## config.mk

```make
export PLATFORM = sky130hd
export DESIGN_NAME = pnoise_front_flat
export DESIGN_NICKNAME = d
export VERILOG_FILES = /design/src/pnoise_pkg.sv /design/src/pnoise_if.sv /design/src/pnoise_front.sv /design/src/flat_wrapper.sv
export SDC_FILE = /design/constraint.sdc
export NUM_CORES = 1
export LEC_CHECK = 0
export ABC_AREA = 1
export BUFFER_PORTS_ARGS = -buffer_cell sky130_fd_sc_hd__buf_2
export CORE_ASPECT_RATIO = 2
export CORE_MARGIN = 2
export CORE_UTILIZATION = 55
export CTS_BUF_LIST = sky130_fd_sc_hd__clkbuf_2
export CTS_CLUSTER_SIZE = 20
export DETAILED_ROUTE_END_ITERATION = 8
export PLACE_DENSITY = 0.91
export SYNTH_ARGS = -nofsm -noshare
export SYNTH_HDL_FRONTEND = slang
export SYNTH_SLANG_ARGS = --single-unit
```

## constraint.sdc

```tcl
create_clock -name clk -period 10.48 [get_ports clk]
set_clock_uncertainty 0.2 [all_clocks]
set_input_delay 1.572 -clock clk [delete_from_list [all_inputs] [get_ports clk]]
set_output_delay 1.572 -clock clk [all_outputs]
set_load 0.005 [all_outputs]
```

## src/pnoise_pkg.sv

```systemverilog
package pnoise_pkg;

	// Fixed formats
	localparam int FRAC_BITS  = 16;
	localparam int TBL_W      = 8;
	localparam int TABLE_SIZE = 256;
	localparam int COORD_W    = 32;
	localparam int XS_W       = FRAC_BITS + TBL_W;
	localparam int NOISE_W    = 21;
	localparam int OUT_LIMIT  = 524288;
	localparam int OCT_CNT_W  = 4;
	localparam int PERS_W     = 17;
	localparam int WQ_BITS    = 16;
	localparam int QUEUE_DEPTH = 2;

	// Configuration register indexes
	localparam int CFG_IDX_W = 1;
	localparam logic [CFG_IDX_W-1:0] REG_OCTAVE_COUNT = 1'd0;
	localparam logic [CFG_IDX_W-1:0] REG_PERSISTENCE  = 1'd1;

	// Command codes
	localparam logic OP_WRITE = 1'b0;
	localparam logic OP_EVAL  = 1'b1;

	typedef struct packed {
		logic [OCT_CNT_W-1:0] octave_count;
		logic [PERS_W-1:0]    persistence;
	} cfg_t;

	typedef struct packed {
		logic             op;
		logic [TBL_W-1:0] index;
		logic [TBL_W-1:0] value;
		logic [XS_W-1:0]  x;
		logic [XS_W-1:0]  y;
	} cmd_t;

endpackage

```

## src/pnoise_if.sv

```systemverilog
interface pnoise_req_if;
	logic        valid;
	logic        ready;
	logic        req_type;
	logic [7:0]  table_index;
	logic [7:0]  table_value;
	logic signed [31:0] x_coord;
	logic signed [31:0] y_coord;

	modport source(output valid, req_type, table_index, table_value, x_coord, y_coord,
		input ready);
	modport sink(input valid, req_type, table_index, table_value, x_coord, y_coord,
		output ready);
endinterface


```

## src/pnoise_front.sv

```systemverilog
module pnoise_front (
	input  logic                 clk,
	input  logic                 arst_n,
	pnoise_req_if.sink           req,
	output pnoise_pkg::cmd_t     cmd,
	output logic                 cmd_valid,
	input  logic                 cmd_pop
);

	localparam int DEPTH = pnoise_pkg::QUEUE_DEPTH;
	localparam int PTR_W = (DEPTH > 1) ? $clog2(DEPTH) : 1;
	localparam int CNT_W = $clog2(DEPTH + 1);

	pnoise_pkg::cmd_t fifo_q [DEPTH];
	logic [PTR_W-1:0] wr_ptr_q, rd_ptr_q;
	logic [CNT_W-1:0] count_q;
	logic             push;
	pnoise_pkg::cmd_t cmd_in;

	assign req.ready = (count_q != CNT_W'(DEPTH));
	assign push      = req.valid && req.ready;
	assign cmd_valid = (count_q != '0);
	assign cmd       = fifo_q[rd_ptr_q];

	// Classify the incoming word and keep only the coordinate bits that matter
	always_comb begin
		cmd_in.op    = req.req_type ? pnoise_pkg::OP_EVAL : pnoise_pkg::OP_WRITE;
		cmd_in.index = req.table_index;
		cmd_in.value = req.table_value;
		cmd_in.x     = req.x_coord[pnoise_pkg::XS_W-1:0];
		cmd_in.y     = req.y_coord[pnoise_pkg::XS_W-1:0];
	end

	// Queue storage
	always_ff @(posedge clk) begin
		if (push) begin
			fifo_q[wr_ptr_q] <= cmd_in;
		end
	end

	// Queue pointers and fill
	always_ff @(posedge clk or negedge arst_n) begin
		if (!arst_n) begin
			wr_ptr_q <= '0;
			rd_ptr_q <= '0;
			count_q  <= '0;
		end else begin
			if (push) begin
				wr_ptr_q <= (wr_ptr_q == PTR_W'(DEPTH - 1)) ? '0 : wr_ptr_q + 1'b1;
			end
			if (cmd_pop) begin
				rd_ptr_q <= (rd_ptr_q == PTR_W'(DEPTH - 1)) ? '0 : rd_ptr_q + 1'b1;
			end
			count_q <= count_q + CNT_W'(push) - CNT_W'(cmd_pop);
		end
	end

`ifndef ASSERT_OFF
	a_no_overfill: assert property (@(posedge clk) disable iff (!arst_n)
		count_q <= CNT_W'(DEPTH)) else $error("queue overfilled");
	a_pop_nonempty: assert property (@(posedge clk) disable iff (!arst_n)
		cmd_pop |-> count_q != '0) else $error("pop from empty queue");
`endif

endmodule

```

## src/flat_wrapper.sv

```systemverilog
// flat-port wrapper written by rule: the top's interface ports become plain ports
module pnoise_front_flat 
  (clk, arst_n, cmd, cmd_valid, cmd_pop, req_valid, req_req_type, req_table_index, req_table_value, req_x_coord, req_y_coord, req_ready);
  pnoise_req_if req_i ();
  input  logic clk;
  input  logic arst_n;
  output pnoise_pkg::cmd_t cmd;
  output logic cmd_valid;
  input  logic cmd_pop;
  input wire logic [$bits(req_i.valid)-1:0] req_valid;
  input wire logic [$bits(req_i.req_type)-1:0] req_req_type;
  input wire logic [$bits(req_i.table_index)-1:0] req_table_index;
  input wire logic [$bits(req_i.table_value)-1:0] req_table_value;
  input wire logic [$bits(req_i.x_coord)-1:0] req_x_coord;
  input wire logic [$bits(req_i.y_coord)-1:0] req_y_coord;
  output wire logic [$bits(req_i.ready)-1:0] req_ready;
  assign req_i.valid = req_valid;
  assign req_i.req_type = req_req_type;
  assign req_i.table_index = req_table_index;
  assign req_i.table_value = req_table_value;
  assign req_i.x_coord = req_x_coord;
  assign req_i.y_coord = req_y_coord;
  assign req_ready = req_i.ready;
  pnoise_front u_core (.clk(clk), .arst_n(arst_n), .req(req_i), .cmd(cmd), .cmd_valid(cmd_valid), .cmd_pop(cmd_pop));
endmodule
```

Word level (Yosys, flattened, before mapping):

Memories as Yosys holds them, arrays and structs flattened.
Index checks and enable logic that the tools add are counted.

* output and inout bits: 67
* memories kept: 1
* memory bits (writable): 130
* bits in registers: 4
* word-level logic and storage cells: 16
* bits of input ports: 85

Memories
* u_core.fifo_q: words 2, bits a word 65, rd ports 1, clocked after Yosys merged registers in 0, wr ports 1, line pnoise_front.sv:14 `pnoise_pkg::cmd_t fifo_q [DEPTH];`

* eq/ne operators: 1
* add/sub/neg operators: 4
* multiplexer cells: 5
* reduce and logical (&&, ||, !) cells: 2

Operators by type and width (number)
* two-way mux 1 bit: 5
* adder 1 bit, second input constant: 2
* adder 2 x 1 -> 2 bit: 1
* inequality test 2 bit, second input constant: 1
* nonzero test 2 bit: 1
* subtractor 2 x 1 -> 2 bit: 1
* logical AND 1 bit: 1

Longest topological paths before layout:

Gate-level depths: netlist (run 1).

* depth in word-level cells: 4
* gate-level depth with buffers: 8
* mapped depth without buffers: 8

Least setup slack after synthesis (run 1):

No wires, ideal clock.

* path type: input to register
* from: input req_valid
* to: memory u_core.fifo_q[1][0] in the netlist's numbering (enable)
* data required time: 9790 ps
* path buffers: 0
* setup time: 490 ps
* data arrival time: 4412 ps
* path slack: 5378 ps
* stages on the path: 2
* cells stage by stage: nand2_1 nor2_1

* word-level cells in the longest chain between the ends: 3

Ends and longest elaborated chain
* start, declared: line flat_wrapper.sv:10 `input wire logic [$bits(req_i.valid)-1:0] req_valid;`
* logical AND 1 bit: line pnoise_front.sv:21 `assign push = req.valid && req.ready;`
* two-way mux 1 bit: line pnoise_front.sv:36 `if (push) begin`
* two-way mux 1 bit (implied by the code): line pnoise_front.sv:37 `fifo_q[wr_ptr_q] <= cmd_in;`
* end, declared: line pnoise_front.sv:14

No other way between the ends.

==> results of run 1 <==
synthesized netlist by cell type:
master / number
nor2_1: 4
nand2_1: 8
edfxtp_1: 130
mux2_4: 40
a21oi_1: 1
inv_1: 7
mux2_2: 25
ha_1: 1
buf_2: 2
buf_6: 5
xor2_1: 2
dfrtp_1: 4
nand3_1: 2
layer usage:
layer  up-vias  wire length, microns  global-route usage (%)
met1      1224                  2770                    16.2
li1       1196                     -                       -
met5         -                     0                       0
met3        12                   555                    7.24
met4         0                   201                    8.74
met2       102                  4900                    32.2
kinds of logic (layout without fill, tap and decap cells):
group	after synthesis	in the layout	synth area share [%]
mux	65	65	17.4
compound gates	1	1	0.0986
fa+ha+maj	1	1	0.247
flops	134	134	79.0
simple gates	14	14	1.09
xor+xnor	2	2	0.346
buf+inv	14	176	1.83
other cells	0	1	0
how the worst max path moves through the flow:
stage | slack (ns) | to | cells after the start
after floorplan | 5.38 | u_core.fifo_q[1][0]$_DFFE_PP_ | 2
after global placement | 7.01 | cmd[64] | 2
after detailed placement | 6.99 | cmd[3] | 2
after CTS | 6.20 | cmd[46] | 2
after global routing | 6.11 | cmd[2] | 2
final | 6.27 | cmd[1] | 2
critical path: stages, from the launching register on:
cell and delay [ns]:
dfrtp_4 1.14, mux2_2 0.43, buf_2 0.13
layout make-up:
type / instances / area share (%)
Multi-Input combinational cell: 83 / 16.3
Clock inverter: 11 / 1.80
Antenna cell: 1 / 0.0413
Clock buffer: 21 / 1.74
Tap cell: 102 / 2.11
Timing Repair Buffer: 137 / 11.4
Inverter: 7 / 0.434
Sequential cell: 134 / 66.2
state kept, by name, indices dropped and copies added, names as in the netlist:
| register | cells |
|---|---|
| u_core.count_q | 2 |
| u_core.fifo_q | 130 |
| u_core.rd_ptr_q | 1 |
| u_core.wr_ptr_q | 1 |
report_power, final:
part / total (mW) / internal [mW] / switching [mW]
Sequential: 0.821 / 0.730 / 0.0908
Clock: 0.275 / 0.110 / 0.165
Combinational: 0.441 / 0.263 / 0.179
stage by stage:
step | setup WS, ns | utilization [%] | cell area (sq um) | hold WS, ns
floorplan | 5.38 | - | 5070 | 0.289
global placement | 7.01 | 65.2 | 5840 | 0.358
detailed placement | 6.99 | 65.2 | 5840 | 0.396
CTS | 6.20 | 67.6 | 6050 | 0.414
global route | 6.11 | 67.7 | 6060 | 0.387
finish | 6.27 | 67.7 | 6060 | 0.425
==> key figures, run 1 <==
Clock tree
  – Setup Buffers After CTS: 0
  – Clk_lat worst skew: 0.63 ns
  – CTS max path bufs: 2
  – Sink Count: 134
  – TritonCTS Buffers: 17
  – CTS root buf: clkbuf_2
  – CTS tree: done
  – PostCTS Resize Cnt: 0
  – H-tree depth: 4
  – Reg clk slew, reported paths: 0.17 ns
  – Cts hold-fix bufs: 0

Floorplan
  – Core area: 8950 sq um
  – Io pins: 152
  – Die Ht: 140 microns
  – Row count: 49
  – Die W: 71.9 microns
  – DIE AREA: 10000 sq um
  – Initial Util: 56.6%

Critical path
  – Reg-to-reg setup timing slack: 8.14 ns
  – Worst Setup End Kind: output port
  – Critical path class: flop to output port
  – CP required: 8.71 ns
  – Crit path from: u_core.rd_ptr_q$_DFFE_PN0P_
  – Reg2reg start: u_core.count_q[1]$_DFF_PN0_
  – Cells on worst reg2reg path: 4
  – CP Launch Type: flop
  – Worst Path Max Fanout: 66
  – Worst reg2reg path endpoint: u_core.fifo_q[1][5]$_DFFE_PP_
  – Worst path arrival time: 2.44 ns

Final layout
  – Final net count: 466
  – Commonest non-fill, non-tap cell in the layout: buf_2
  – Area occupied by registers: 4010 sq um
  – Multi-input gate area: 987 sq um
  – Fraction of layout cells with a size suffix above 1: 59.8%
  – Non-filler instance count after layout: 496
  – Fillers: 622
  – Commonest non-fill, non-tap cells in the layout: 135 x buf_2, 130 x edfxtp_1, 40 x mux2_4
  – Area delta synth->final: 19.5%

Routing
  – Post-route antenna net violation count: 0
  – Vias per inst: 5.11
  – Via count: 2534
  – DRT iter0 DRCs: 120
  – Avg WL per Cell: 17.0 microns
  – DRT Pass-1 Iters: 6
  – Final WL: 8420 microns
  – DRC viols: 0

Yosys
  – Mapped Cells: 231
  – Top cell type's share of synthesized area: 77.0%
  – Yosys reg bits: 134
  – Synth unique cells: 13
  – Syn. warnings: 0
  – Sequential share of the synthesized area: 79.0%
  – Synthesized area: 5070 sq um
  – Largest area contributor in the netlist: edfxtp_1
  – Syn Nets: 317
  – Syn avg cell area: 21.9 sq um
  – Ranking of synthesized cells by area: edfxtp_1 77%, mux2_4 12%, mux2_2 5.6%

Global routing
  – GRT Util Overall: 17.7%
  – Vias in the first global route: 2644
  – Initial antenna violation count: 1
  – Largest net degree at the start of global routing: 67
  – Total gr overflow: 0
  – First-pass GRT wire length: 12700 microns

STA
  – RSZ-0062 raised after global routing: false
  – Setup violators final: 0
  – Max Fclk: 238 MHz
  – Setup TNS: 0 ns
  – Final worst path period share: 40.2%
  – Slew margin rel.: 26.7%
  – Final min period: 4.21 ns
  – Worst Tran Pin Value: 1.10 ns
  – Final hold violation count: 0
  – Final Max Slew Viols: 0

Min path
  – Hold Path Origin: u_core.wr_ptr_q$_DFFE_PN0P_
  – Hold depth: 2
  – Hold EP: u_core.wr_ptr_q$_DFFE_PN0P_
  – Hold Crit Class: flop to flop

Status
  – Status: finished, final reports clean

Place
  – Dpl cells: 463
  – Gp weighted congestion: 0.721
  – PortBufs: 135
  – HPWL Detailed: 5740 microns

Pwr
  – Lkg Pwr: 2.45 nW
  – Total Power: 1.54 mW
  – PD cells: 254 nW/um^2
  – Peak supply drop: 0.305 mV

Run
  – MaxCap Viol Count: 0
Power figures use the tool's default switching activity.
==> run 2, diff against run 1 <==
--- a/config.mk
+++ b/config.mk
@@ -9,11 +9,11 @@
 export BUFFER_PORTS_ARGS = -buffer_cell sky130_fd_sc_hd__buf_2
 export CORE_ASPECT_RATIO = 2
 export CORE_MARGIN = 2
-export CORE_UTILIZATION = 55
+export CORE_UTILIZATION = 53
 export CTS_BUF_LIST = sky130_fd_sc_hd__clkbuf_2
 export CTS_CLUSTER_SIZE = 20
 export DETAILED_ROUTE_END_ITERATION = 8
-export PLACE_DENSITY = 0.91
+export PLACE_DENSITY = 0.89
 export SYNTH_ARGS = -nofsm -noshare
 export SYNTH_HDL_FRONTEND = slang
 export SYNTH_SLANG_ARGS = --single-unit
==> constraint.sdc (replaced) <==
create_clock -name clk -period 4.25 [get_ports clk]
set_clock_uncertainty 0.2 [all_clocks]
set_input_delay 0.6375 -clock clk [delete_from_list [all_inputs] [get_ports clk]]
set_output_delay 0.6375 -clock clk [all_outputs]
set_load 0.005 [all_outputs]
==> key figures, run 2 (synthesized netlist as in run 1, its figures left out) <==
Clock tree
  – TritonCTS Buffers: 17
  – Reg clk slew, reported paths: 0.18 ns
  – Setup Buffers After CTS: 0
  – H-tree depth: 4
  – CTS tree: done
  – Cts hold-fix bufs: 67
  – Sink Count: 134
  – Clk_lat worst skew: 0.63 ns
  – CTS root buf: clkbuf_2
  – PostCTS Resize Cnt: 0
  – CTS max path bufs: 2

Final layout
  – Final net count: 533
  – Area delta synth->final: 32.2%
  – Fraction of layout cells with a size suffix above 1: 51.2%
  – Design Area, Final: 6700 sq um
  – Fillers: 571
  – Biggest regs: u_core.fifo_q: 130 flops, u_core.count_q: 2 flops
  – Commonest non-fill, non-tap cells in the layout: 135 x buf_2, 130 x edfxtp_1, 67 x dlygate4sd3_1
  – Largest Register: u_core.fifo_q
  – Multi-input gate area: 987 sq um
  – Commonest non-fill, non-tap cell in the layout: buf_2
  – Util after Layout: 71.9%
  – Largest register FFs: 130
  – Area occupied by registers: 4010 sq um

Global routing
  – Vias in the first global route: 3140
  – Largest net degree at the start of global routing: 67
  – Total gr overflow: 0
  – Initial antenna violation count: 1
  – First-pass GRT wire length: 15100 microns
  – GRT Util Overall: 20.1%

Critical path
  – Critical path class: flop to output port
  – Slowest CP cell: dfrtp_4
  – Worst path arrival time: 2.40 ns
  – CP required: 3.41 ns
  – CP Buf/Inv Count: 1
  – Critical Path, Cell by Cell: mux2_2, buf_2
  – Worst Path Max Fanout: 66
  – CP Launch Type: flop
  – Worst path max stage delay: 1.20 ns
  – Worst path top cell family by delay: flip-flops
  – Worst Setup End Kind: output port

Place
  – HPWL Detailed: 5780 microns
  – Gp weighted congestion: 0.717
  – DP Worst Slack: 1.67 ns
  – Placed cell areas: 5870 sq um
  – PortBufs: 135

STA
  – Final min period: 3.24 ns
  – Slew margin rel.: 27.2%
  – Worst Tran Pin Value: 1.09 ns
  – Final Max Slew Viols: 0
  – Final worst path period share: 76.3%
  – Max Fclk: 308 MHz
  – Setup slack after layout: 1.01 ns
  – Setup violators final: 0
  – Final hold violation count: 0
  – Setup TNS: 0 ns
  – RSZ-0062 raised after global routing: false
  – Final hold slack: 0.121 ns

Min path
  – Hold Crit Class: input pin to asynchronous set/reset pin

Floorplan
  – Row count: 50
  – Die W: 73.2 microns
  – Initial Util: 54.4%
  – Io pins: 152
  – DIE AREA: 10400 sq um
  – Core area: 9320 sq um
  – Die Ht: 142 microns

Routing
  – DRC viols: 0
  – Via count: 2871
  – DRT Pass-1 Iters: 4
  – Post-route antenna net violation count: 0
  – Avg WL per Cell: 17.5 microns
  – DRT iter0 DRCs: 143
  – Vias per inst: 5.09
  – Final WL: 9900 microns

Pwr
  – PD cells: 563 nW/um^2
  – Lkg Pwr: 2.71 nW
  – Peak supply drop: 0.644 mV

Status
  – Status: finished, final reports clean

Run
  – MaxCap Viol Count: 0
[run 2: per-layer routing]
metal	share of wire, %	wire (microns)	track usage (%)	up-vias
li1	-	-	-	1334
met5	0	0	0	-
met3	4.4	437	6.02	19
met1	35	3500	20.3	1415
met4	2.5	248	11.0	0
met2	58	5710	35.7	103
[run 2: path summary, 6_finish.rpt]
check | cells past startpoint | end | slack (ns) | from
worst max-delay path | 2 | cmd[0] | 1.01 | u_core.rd_ptr_q$_DFFE_PN0P_
min in group clk | 4 | u_core.count_q[1]$_DFF_PN0_ | 0.13 | req_valid
worst min register to register | 2 | u_core.wr_ptr_q$_DFFE_PN0P_ | 0.43 | u_core.wr_ptr_q$_DFFE_PN0P_
worst max register to register | 4 | u_core.fifo_q[1][7]$_DFFE_PP_ | 1.86 | u_core.count_q[1]$_DFF_PN0_
max in group asynchronous | 2 | u_core.rd_ptr_q$_DFFE_PN0P_ | 3.60 | arst_n
worst min-delay path | 2 | u_core.rd_ptr_q$_DFFE_PN0P_ | 0.12 | arst_n
[run 2: metrics by stage]
stage,std cells,power (mW)
global placement,465,3.14
global route,564,3.98
finish,564,3.78
CTS,563,3.79
floorplan,231,2.75
detailed placement,465,3.20
[run 2: cell type report]
cell class / instances / share of cell area [%]
Inverter: 7 / 0.392
Timing Repair Buffer: 204 / 20.7
Multi-Input combinational cell: 83 / 14.7
Clock inverter: 11 / 0.933
Antenna cell: 1 / 0.0373
Sequential cell: 134 / 59.8
Clock buffer: 20 / 1.49
Tap cell: 104 / 1.94
[run 2: where the power goes]
| group | switching (mW) | total, mW | internal [mW] |
|---|---|---|---|
| clock network | 0.416 | 0.563 | 0.146 |
| logic | 0.483 | 1.19 | 0.705 |
| registers | 0.227 | 2.02 | 1.80 |
| total | 1.13 | 3.78 | 2.65 |
[run 2: worst register-to-register path, stage by stage (launching register included)]
cell and delay, ns:
dfrtp_1 0.45, nand2_1 0.15, nand2_1 0.19, nor2_4 0.77, buf_12 0.31
